## src/rtl/klis_pkg.sv

```systemverilog
// Shared constants, types and codes for the key list block.
package klis_pkg;

  localparam int CAPACITY  = 128;
  localparam int KEY_W     = 160;
  localparam int POS_W     = 7;
  localparam int GRP_W     = 8;
  localparam int LOC_W     = $clog2(GRP_W);
  localparam int NGRP      = (CAPACITY + GRP_W - 1) / GRP_W;
  localparam int GRP_IDX_W = (NGRP > 1) ? $clog2(NGRP) : 1;

  typedef logic [KEY_W-1:0] key_t;

  typedef enum logic [1:0] {
    OP_INSERT = 2'd0,
    OP_SEARCH = 2'd1,
    OP_REMOVE = 2'd2,
    OP_NONE   = 2'd3
  } op_t;

  typedef enum logic [1:0] {
    ST_OK        = 2'd0,
    ST_FULL      = 2'd1,
    ST_EMPTY     = 2'd2,
    ST_NOT_FOUND = 2'd3
  } status_t;

  typedef struct packed {
    logic ins;
    logic rem;
    logic cmp;
  } cell_ctl_t;

endpackage

```

## src/rtl/klis_match_enc.sv

```systemverilog
// Two-level first-match encoder over the cell compare results.
module klis_match_enc
  import klis_pkg::*;
(
  input  logic                clk,
  input  logic                load,
  input  logic [CAPACITY-1:0] match,
  output logic                found,
  output logic [POS_W-1:0]    position
);

  logic [NGRP*GRP_W-1:0] match_pad;
  logic [NGRP-1:0]       grp_any_nxt;
  logic [LOC_W-1:0]      grp_idx_nxt [NGRP];
  logic [NGRP-1:0]       grp_any_r;
  logic [LOC_W-1:0]      grp_idx_r [NGRP];
  logic [GRP_IDX_W-1:0]  gsel;
  logic [LOC_W-1:0]      lsel;
  logic [POS_W+GRP_IDX_W+LOC_W-1:0] pos_ext;

  assign match_pad = (NGRP*GRP_W)'(match);

  // first stage: lowest set bit inside each group of eight
  always_comb begin
    for (int g = 0; g < NGRP; g++) begin
      grp_any_nxt[g] = |match_pad[g*GRP_W +: GRP_W];
      grp_idx_nxt[g] = '0;
      for (int j = GRP_W - 1; j >= 0; j--) begin
        if (match_pad[g*GRP_W + j]) begin
          grp_idx_nxt[g] = LOC_W'(j);
        end
      end
    end
  end

  always_ff @(posedge clk) begin
    if (load) begin
      grp_any_r <= grp_any_nxt;
      for (int g = 0; g < NGRP; g++) begin
        grp_idx_r[g] <= grp_idx_nxt[g];
      end
    end
  end

  // second stage: lowest group with a hit
  always_comb begin
    found = 1'b0;
    gsel  = '0;
    lsel  = '0;
    for (int g = NGRP - 1; g >= 0; g--) begin
      if (grp_any_r[g]) begin
        found = 1'b1;
        gsel  = GRP_IDX_W'(g);
        lsel  = grp_idx_r[g];
      end
    end
  end

  assign pos_ext  = {{POS_W{1'b0}}, gsel, lsel};
  assign position = pos_ext[POS_W-1:0];

endmodule

```

## config.mk

```make
export PLATFORM = sky130hd
export DESIGN_NAME = klis_match_enc
export DESIGN_NICKNAME = d
export VERILOG_FILES = /design/src/rtl/klis_pkg.sv /design/src/rtl/klis_match_enc.sv
export SDC_FILE = /design/constraint.sdc
export NUM_CORES = 1
export LEC_CHECK = 0
export BUFFER_PORTS_ARGS = -buffer_cell sky130_fd_sc_hd__buf_2
export CAP_MARGIN = 20
export CORE_MARGIN = 1.5
export CORE_UTILIZATION = 44
export DETAILED_ROUTE_END_ITERATION = 8
export PLACE_DENSITY = 0.8
export SLEW_MARGIN = 20
export SYNTH_ARGS = -nofsm -noshare
export SYNTH_HDL_FRONTEND = slang
export SYNTH_SLANG_ARGS = --single-unit
export TNS_END_PERCENT = 100
```

## constraint.sdc

```tcl
create_clock -name clk -period 2.1 [get_ports clk]
set_input_delay 0.42 -clock clk [delete_from_list [all_inputs] [get_ports clk]]
set_output_delay 0.42 -clock clk [all_outputs]
set_load 0.01 [all_outputs]
```

# Word-level counts from Yosys, hierarchy flattened
# Memories as Yosys holds them, arrays and structs flattened.
# Index checks and enable logic that the tools add are counted.
dict set report word_totals {
  elab_cells 196
  output_inout_bits 8
  in_bits 130
  ff_bits 16
  ramBits 48
  memories 1
}
# memory words width rd rd_ports_with_merged_regs wr line_no
set mem_list {}
lappend mem_list {grp_idx_r 16 3 16 0 16 klis_match_enc.sv:16} ;# logic [LOC_W-1:0] grp_idx_r [NGRP];
dict set report classes {
  n_reduce_logical 16
  mux 178
}
# op count
set ops {}
lappend ops {{$mux 3} 144}
lappend ops {{$reduce_or 8->1} 16}
lappend ops {{$mux 4} 16}
lappend ops {{$mux 1} 18}

# Logic depth before layout (Yosys ltp)
# An unclocked memory read counts as a cell.
dict set report logic_depth {
  depth_word 17
  ltp_mapped 5
  depth_no_buf 5
}

# Worst setup path before layout
# OpenSTA, ideal clock, no wires.
dict set report synth_path {
  path_kind {reg-to-output}
  from {register grp_any_r[10]}
  to {output position[1]}
  n_path_buf 0
  required_time_ps 1680
  t_arrival_ps 1431
  path_slack_ps 249
  path_stages_with_launch 6
  path_cell_list {edfxtp_1 > nor2_1 > o221ai_1 > o211ai_1 > a31oi_1 > a211oi_1}
}
dict set report synth_between {
  elab_chain_cells 11
}
# element line_no
set synth_rtl {}
lappend synth_rtl {{start, declared} klis_match_enc.sv:15} ;# logic [NGRP-1:0] grp_any_r;
lappend synth_rtl {{start signal, assigned} klis_match_enc.sv:38} ;# grp_any_r <= grp_any_nxt;
lappend synth_rtl {{$mux 3 (11 in a row)} klis_match_enc.sv:51} ;# if (grp_any_r[g]) begin
lappend synth_rtl {{end, declared} klis_match_enc.sv:9} ;# output logic [POS_W-1:0] position
# Every way passes these cells.

# Worst setup path after layout
dict set report layout_path {
  from {register grp_any_r[10]}
  to {output position[3]}
}
dict set report layout_between {
  elab_chain_cells 11
}
# element line_no
set layout_rtl {}
lappend layout_rtl {{$mux 4 (11 in a row)} klis_match_enc.sv:51}
# Every way passes these cells.

==> impl_metrics.tcl <==
set metrics [dict create \
    post-place-ws_ns 0.0762 \
    path_max_fanout 5 \
    antenna_found_initial 0 \
    fin_area_um2 4770 \
    fin_crit_sh_pct 113 \
    hold_buffers 0 \
    dieArea_um2 8790 \
    grt_first_pass_wirelength_um 13300 \
    cts_tree "built" \
    drtIter0Drc 123 \
    placed_area_um2 4480 \
    path_cells "nor2_1 > o21ai_1 > a2111oi_2 > nor3_1 > o31ai_2 > buf_2" \
    cp_num_buf_inv 1 \
    netlist.area_leader.share_pct 53.0 \
    drive_gt1_share_pct 32.6 \
    finalHoldViolCount 0 \
    vias_per_cell 5.41 \
    clock_sinks 64 \
    vias 3525 \
    leakagePower_nw 2.00 \
    nNetsFinal 674 \
    fin_ws_ns -0.263 \
    grt_max_degree 65 \
    die_w_um 93.8 \
    stdcell_count 651 \
    cts_buffer_depth 2 \
    outcome "finished with violations" \
    synth_top_area_cell "edfxtp_1" \
    die_h_um 93.8 \
    hold_class "in -> reg" \
    synth-edff-count 64 \
    violations "setup timing" \
    cts_made_buffers 9 \
    hold_ws_ns 0.384 \
    dp_cells 627 \
    async_flop_share_pct 0 \
    synthTopCellsByArea "edfxtp_1, nor3_1, nor4_1, a21oi_1, nor2_1" \
    max_slew_margin_pct 71.6 \
    cp.required_ns 1.68 \
    power.density_nw_per_um2 633 \
    synthCells 385 \
    post-route-drc-count 0 \
    end_kind "output pin" \
    clock.fmax_mhz 423 \
    first_pass_iters 4 \
    io_buffers 137 \
    htree_levels 3 \
    io_pins 138 \
    startpoint_type "flop" \
    coreArea_um2 7850 \
    cap_violations 0 \
    worst_slew_pin_slew_ns 0.422 \
    grtUsageTotal_pct 19.6 \
    initial_core_util_pct 46.2 \
    synth-main-ff-cell "edfxtp_1" \
    synth_cell_types 34 \
    grt_pass1_vias 3269 \
    critPathArrivalTime_ns 1.94 \
    grt_overflow 0 \
    place_congestion 0.838 \
    finalSetupViolCount 7 \
    synth_nets 515 \
    finalWirelength_um 8580 \
    p_total_mw 3.02 \
    areaGrowthSynthToFinish_pct 31.6 \
    dpl.hpwl_um 6620 \
    ant_nets 0 \
    ys_ff_latch 64 \
    ys_seq_area_share_pct 53.0 \
    path_clk_slew_ns 0.07 \
    row_count 32 \
    synth_most_common_cell "edfxtp_1" \
    cp_top_family "compound AO/OA/AOI/OAI gates" \
    path_class "reg -> out" \
    n_antenna_cell 0 \
    yosysWarningCount 0 \
    cp_slowest_stage_delay_ns 0.49 \
    irDropWorstVdd_mv 0.274 \
    crit_slowest_cell "edfxtp_1" \
    root_buffer "clkbuf_8" \
    rsz0062_at_grt "true" \
    fin_crit_ns 2.36 \
    synth_area_per_cell_um2 9.42 \
    wl_per_cell_um 13.2 \
    final_max_slew_viol_count 0 \
    syn-cell-area_um2 3630 \
    yosys-top-cells-count "edfxtp_1, nor3_1, nor2_1, inv_1, a21oi_1" \
]
==> cell families (layout without fill, tap and decap cells) <==
group | Yosys count | after routing | synth area share (%)
DFF | 64 | 64 | 53.0
buffers and inverters | 38 | 202 | 3.93
and+or+nand+nor | 194 | 194 | 27.1
AOI/OAI and AO/OA | 89 | 89 | 16.0
==> cells in the final DEF (no fill, tap or decap), drive strengths merged, types with 2 or more instances in the layout <==
cell type / synthesis / final
buf: 0 / 149
edfxtp: 64 / 64
nor3: 51 / 51
nor2: 42 / 42
inv: 37 / 37
a21oi: 36 / 36
nand2: 32 / 32
nor4: 32 / 32
nor2b: 24 / 24
o21bai: 16 / 16
clkbuf: 1 / 9
nand2b: 5 / 5
a31oi: 5 / 5
a22oi: 5 / 5
o22ai: 5 / 5
clkinv: 0 / 5
a221oi: 5 / 5
o21ai: 4 / 4
o211ai: 3 / 3
o31ai: 3 / 3
a211o: 2 / 2
o221ai: 2 / 2
nand3: 2 / 2
or2: 2 / 2
==> through the flow <==
step / util (%) / TNS (ns)
5_1_grt: 60.8 / -1.85
2_1_floorplan: - / 0
6_report: 60.8 / -1.08
3_3_place_gp: 57.1 / 0
4_1_cts: 60.4 / -1.05
3_5_place_dp: 57.1 / 0
==> state kept, by name, summed over array words and instances (netlist names) <==
name and cells:
grp_any_r 16, grp_idx_r 48
==> per-layer routing <==
metal / up-vias / global-route usage [%] / wire [um]
li1: 1779 / - / -
met1: 1609 / 22.9 / 3690
met2: 124 / 34.7 / 4250
met3: 13 / 3.48 / 494
met4: 0 / 9.45 / 148
met5: - / 0 / 0
==> final timing paths <==
check	startpoint	endpoint	slack, ns	depth (start not counted)
min	match[80]	grp_idx_r[1][7]	0.38	2
max	grp_any_r[10]	position[3]	-0.26	6
==> final cells by class <==
class	count	area, um2
Clock buffer	9	124
Sequential cell	64	1920
Multi-Input combinational cell	283	1610
Timing Repair Buffer	149	792
Clock inverter	7	62.6
Fill cell	681	3080
Tap cell	102	128
Inverter	37	139
==> report_power, final <==
part	switching (mW)	total [mW]	internal [mW]
clock network	0.452	0.988	0.536
logic	0.253	0.475	0.222
registers	0.0510	1.56	1.51
total	0.756	3.02	2.26
==> what timing repair did <==
action,4_1_cts,5_1_grt
hold endpoints to repair,0,0
resized for setup,8,3
setup buffers,5,3
pin swaps,5,4
endpoints found under the setup margin,8,8
Note: power is estimated with default switching activity, not from simulation.
