<file path="src/rtl/klis_pkg.sv">
// Shared constants, types and codes for the key list block.
package klis_pkg;

  localparam int CAPACITY  = 128;
  localparam int KEY_W     = 160;
  localparam int POS_W     = 7;
  localparam int GRP_W     = 8;
  localparam int LOC_W     = $clog2(GRP_W);
  localparam int NGRP      = (CAPACITY + GRP_W - 1) / GRP_W;
  localparam int GRP_IDX_W = (NGRP > 1) ? $clog2(NGRP) : 1;

  typedef logic [KEY_W-1:0] key_t;

  typedef enum logic [1:0] {
    OP_INSERT = 2'd0,
    OP_SEARCH = 2'd1,
    OP_REMOVE = 2'd2,
    OP_NONE   = 2'd3
  } op_t;

  typedef enum logic [1:0] {
    ST_OK        = 2'd0,
    ST_FULL      = 2'd1,
    ST_EMPTY     = 2'd2,
    ST_NOT_FOUND = 2'd3
  } status_t;

  typedef struct packed {
    logic ins;
    logic rem;
    logic cmp;
  } cell_ctl_t;

endpackage

</file>
<file path="src/rtl/klis_cell.sv">
// One list slot: stored key, occupancy bit and registered compare result.
module klis_cell
  import klis_pkg::*;
(
  input  logic      clk,
  input  logic      rst_n,
  input  cell_ctl_t ctl,
  input  key_t      cmp_key,
  input  key_t      prev_key,
  input  logic      prev_occ,
  input  logic      next_occ,
  output key_t      key_r,
  output logic      occ_r,
  output logic      match_r
);

  logic occ_nxt;

  // Insert shifts towards the tail; remove pulls the occupancy edge back by one.
  always_comb begin
    if (ctl.ins) begin
      occ_nxt = prev_occ;
    end else if (ctl.rem) begin
      occ_nxt = next_occ;
    end else begin
      occ_nxt = occ_r;
    end
  end

  always_ff @(posedge clk) begin
    if (!rst_n) begin
      occ_r <= 1'b0;
    end else begin
      occ_r <= occ_nxt;
    end
  end

  always_ff @(posedge clk) begin
    if (ctl.ins) begin
      key_r <= prev_key;
    end
    if (ctl.cmp) begin
      match_r <= occ_r && (key_r == cmp_key);
    end
  end

endmodule

</file>
<file path="config.mk">
export PLATFORM = sky130hd
export DESIGN_NAME = klis_cell
export DESIGN_NICKNAME = d
export VERILOG_FILES = /design/src/rtl/klis_pkg.sv /design/src/rtl/klis_cell.sv
export SDC_FILE = /design/constraint.sdc
export NUM_CORES = 1
export LEC_CHECK = 0
export ABC_AREA = 1
export BUFFER_PORTS_ARGS = -buffer_cell sky130_fd_sc_hd__buf_4
export CAP_MARGIN = 20
export CORE_AREA = 2 2 189 191
export CTS_CLUSTER_DIAMETER = 80
export DETAILED_ROUTE_END_ITERATION = 8
export DIE_AREA = 0 0 191 193
export SLEW_MARGIN = 15
export SYNTH_ARGS = -nofsm -noshare
export SYNTH_HDL_FRONTEND = slang
export SYNTH_SLANG_ARGS = --single-unit
</file>
<file path="constraint.sdc">
create_clock -name clk -period 1.4 [get_ports clk]
set_input_delay 0.07 -clock clk [delete_from_list [all_inputs] [get_ports clk]]
set_output_delay 0.07 -clock clk [all_outputs]
set_load 0.01 [all_outputs]
</file>
# == Word-level counts from Yosys, hierarchy flattened ==
# Cells that the tools add are included.
# totals
output_inout_bits,162
regBits,162
wordCells,8
ramBits,0
latchBits,0
mem_bits_ro,0
memories,0
in_bits,327
# classes
n_shift,0
magnitude_cmp,0
bitwise,0
add_sub_neg,0
n_mul,0
div_mod_pow,0
muxes,2
reduce_logical,2
eq_ne,1
# op_table
op,n
$eq A160 B160 Y1,1
$mux W1,2
$reduce_bool A2 Y1,1
$logic_and A1 B1 Y1,1

# == Depth between registers and ports, before layout ==
# logic_depth
ltp_word,2
ltp_mapped,12
ltp_nobuf,12

# == Worst setup path before layout ==
# OpenSTA, ideal clock, no wires.
# synth_path
path_kind,register to register
start,reg key_r[81]
end,"reg match_r, data pin"
stages_incl_launch_ff,8
setup_ns,0.252
setup_slack_ns,0.078
t_required_ns,1.148
arrival_time_ns,1.071
synth_period_minus_slack_ns,1.322
n_path_buf,0
path_cell_list,edfxtp_1 or2_2 o211ai_1 nor2_1 nand3_1 nor2_1 nand2_1 nor2_2
# synth_via
elab_chain_len,2
# synth_rtl
element,line_no,text
start: declaration,klis_cell.sv:12,"output key_t key_r,"
start signal: assignment,klis_cell.sv:40,key_r <= prev_key;
$eq A160 B160 Y1,klis_cell.sv:43,match_r <= occ_r && (key_r == cmp_key);
$logic_and A1 B1 Y1,klis_cell.sv:43,
end signal: assignment,klis_cell.sv:43,
end: declaration,klis_cell.sv:14,output logic match_r
# No other way between the ends.
# A chain may end at the register's enable or synchronous reset.

# == Worst setup path after layout ==
# layout_path
start,reg key_r[11]
end,"reg match_r, data pin"
# The elaborated chain is that of the path after synthesis.

==> flow_results.org <==
** Yosys
- Number of warnings reported in the yosys synthesis log :: 0
- Cell Area, Synth :: 0.00776 mm²
- Synth Net Count :: 1,161
- In this run, distinct cell masters in the synthesized netlist total 18.
- The share of the Yosys chip area taken by registers is 0.626.
- Cell count after synthesis :: between 800 and 900
- In this run the mean area of a mapped cell was 9.30 µm².
- Total of flip-flops plus latches after synthesis :: approximately 160

** Setup path
- The slowest stage of the critical path is the edfxtp_1 cell.
- CP endpoint kind :: flip-flop
- Maximum cell stage delay along the critical path :: approximately 380 ps
- For the worst setup path, the data required time is 1710 ps.
- Most used cell along the critical path :: nand2_1
- Kind of cell adding the most delay to the critical path :: simple AND/OR/NAND/NOR gates
- Of all nets on the critical path, the largest fanout is 3.
- Data arrival time of the worst path :: 2000 ps
- Worst path bufs/invs :: 1
- The worst setup path is launched from a flip-flop.
- The worst setup path is of the reg2reg kind.
- The critical path goes through inv_1, nand2_1, nand4_1, nor2_2, nand2_1, nor2_1, nand2_1, nor2_1, nand2_2, nor2_2.

** Clock tree
- Clock latency on the worst-skew pair, taken at its later pin, is 440 ps.
- Total number of H-tree levels :: 4
- Clock root buffer :: clkbuf_16
- The clock passes through at most 2 buffers.
- Number of sinks handled by clock tree synthesis :: about 160
- TritonCTS clock tree :: built
- Worst-path clk slew :: ~70 ps
- Number of buffers inserted during clock tree synthesis :: 17

** Power and ir drop
- Areal power density over the cells :: between 900 and 1000 mW/mm²
- Peak supply drop :: about 0.81 mV
- Leakage dissipation :: 7.70 nW
- Final Power :: 14.6 mW

** Placed design
- Once placement completed, the tool counted placed cells totaling 1,920.
- Hpwl dp :: 27.7 mm
- Final estimated routing congestion in global placement :: 0.814
- After detailed placement, the total cell area comes to 0.0131 mm².
- Number of port buffers :: 488

** Layout
- Combined area of the multi-input logic cells :: approximately 0.0021 mm²
- The layout has 3,297 filler cells.
- After routing the design area is 0.0154 mm².
- Area taken by flip-flops and latches :: 0.00486 mm²
- Layout cell share with drive strength beyond 1 :: 0.406
- Leaving out filler cells and counting taps, the final layout contains 2,121.
- # nets final :: approximately 2,000
- Final design utilization :: 0.441
- Layout overhead on the synthesized area :: 98.7%

** Detailed routing
- Residual DRC :: 0
- Count of vias placed by the detailed router :: 8,409
- DRT Pass-1 Iters :: 5
- Routed len/inst :: 16.6 µm
- Average via count per standard cell :: 3.96
- After the first detailed-routing iteration, the DRC count stood at 350.
- Number of nets with antenna violations after routing :: 0
- After detailed routing, the total wire length is around 35 mm.

** Floorplanning
- The initial utilization of the core area, before any placement, comes to 0.222.
- 489 I/O pins were placed.
- The die covers 0.0369 mm².
- From bottom edge to top edge, the die measures 193 µm.
- Num rows :: 69
- After floorplanning, the core was sized to cover roughly 0.035 mm².
- The die is 191 µm wide.

** Timing
- Dividing the final minimum period by the clock period gives 1.21.
- Counting I/O delays and the setup requirement, the final critical path takes approximately 1700 ps.
- Max Clock Skew :: 9.09 ps
- Hold violation total from the final report :: 0
- Slew at the pin with the worst max-slew slack :: 733 ps
- Setup violations remaining at the end of the flow were counted as 1.
- After layout, the worst setup slack is -291 ps.
- Maximum clock rate :: 0.591 GHz
- Summed over all failing endpoints, the final setup total negative slack is -291 ps.
- Relative slew slack :: 0.510
- Total count of max-transition violations in the final report :: 0
- Setup repair after global routing could not meet its margin everywhere.

** Global route
- Across every metal layer, demand over resource in global routing totals 0.185.
- After global routing the overflow that remains totals 0.
- The first global-routing pass estimated 49.4 mm of wire.
- Number of antenna violations at the first check in global routing :: 2
- The number of global-route vias before repair was 8,766.
- Entering global routing, the biggest net connects 40 pins.

** Status
- Status :: finished, violations left
- The checks that failed: negative setup slack.

** Flow run
- Max-cap violations in this run came to 0.

** Hold path
- In this run the worst hold path is classified as in2reg.
==> through the flow <==
stage	hold slack, ps	setup WS (ps)
finish	2.32	-291
global route	51.0	-432
CTS	112	-309
detailed placement	249	-510
global placement	248	-500
floorplan	169	77.6
==> path summary, 6_finish.rpt <==
kind,start,endpoint,slack [ps],depth (start not counted)
max,key_r[11]$_DFFE_PP_,match_r$_DFFE_PP_,-290,10
min,next_occ,occ_r$_SDFFE_PN0P_,2,5
max reg2reg,key_r[11]$_DFFE_PP_,match_r$_DFFE_PP_,-290,10
min reg2reg,occ_r$_SDFFE_PN0P_,occ_r$_SDFFE_PN0P_,660,4
==> sequential cells by signal, indices dropped and copies added, names as in the netlist <==
| name | cells |
|---|---|
| occ_r | 1 |
| key_r | 160 |
| match_r | 1 |
==> cells in the mapped netlist <==
master	count	share of area
inv_1	224	0.11
nand3_1	3	0.0019
nor2_2	1	0.00081
o21ai_1	1	0.00064
nor3_1	5	0.0032
edfxtp_1	161	0.62
o211ai_1	4	0.0039
nor2_1	53	0.026
dfxtp_1	1	0.0026
nand3b_1	1	0.00097
xor2_1	8	0.0090
a21oi_1	1	0.00064
or2_2	3	0.0024
o21ai_0	42	0.027
xnor2_1	37	0.042
o22ai_1	3	0.0024
nand4_1	21	0.017
nand2_1	265	0.13
==> area by class of cell <==
| class | instances | share of cell area |
|---|---|---|
| Tap cell | 461 | 0.0374 |
| Inverter | 224 | 0.0545 |
| Clock buffer | 20 | 0.0283 |
| Clock inverter | 12 | 0.0118 |
| Timing Repair Buffer | 793 | 0.417 |
| Multi-Input combinational cell | 448 | 0.136 |
| Antenna cell | 1 | 0.000162 |
| Sequential cell | 162 | 0.315 |
==> worst reg2reg max path, stage by stage (launching register included) <==
cell and delay, ps:
edfxtp_1 380, inv_1 50, nand2_1 80, nand4_1 270, nor2_2 210, nand2_1 60, nor2_1 80, nand2_1 90
nor2_1 120, nand2_2 120, nor2_2 100
==> report_power, final <==
part / internal, mW / switching (mW) / total [mW]
clock network: 3.00 / 2.12 / 5.12
logic: 2.01 / 1.38 / 3.39
registers: 5.78 / 0.289 / 6.07
==> kinds of logic after synthesis <==
logic type / count (synthesis) / share of synthesized area
compound gates: 51 / 0.0347
xor+xnor: 45 / 0.0508
buf+inv: 224 / 0.108
flops: 162 / 0.626
simple gates: 352 / 0.180
==> per-layer routing <==
layer  share of wire  vias to the layer above  global-route usage
met1            0.39                     3823               0.207
met2            0.52                      345               0.337
met3           0.070                       45              0.0532
met4           0.020                        2              0.0587
met5         0.00037                        -                   0
li1                -                     4194                   -
==> layout by cell type, fill, tap and decap left out <==
cell type      instances
a21oi_1                1
buf_12                 4
buf_4                622
buf_6                  2
bufinv_16              4
clkbuf_1               3
clkbuf_16             17
clkinv_2               2
clkinv_4               3
clkinvlp_4             1
dfxtp_2                1
diode_2                1
dlygate4sd3_1        165
edfxtp_1             161
inv_1                224
inv_6                  2
nand2_1              261
nand2_2                3
nand2_4                1
nand3_1                3
nand3b_1               1
nand4_1               21
nor2_1                45
nor2_2                 9
nor3_1                 5
o211ai_1               4
o21ai_0               41
o21ai_1                2
o22ai_1                3
or2_2                  3
xnor2_1               37
xor2_1                 8
==> what timing repair did <==
action                     CTS  global route
hold endpoints to repair   174             1
hold buffers               164             2
buffers inserted             0             3
gates resized for setup     10             6
pin swaps                    5             5
setup endpoints to repair    1             2
No activity file was read; power rests on OpenSTA's default activity.
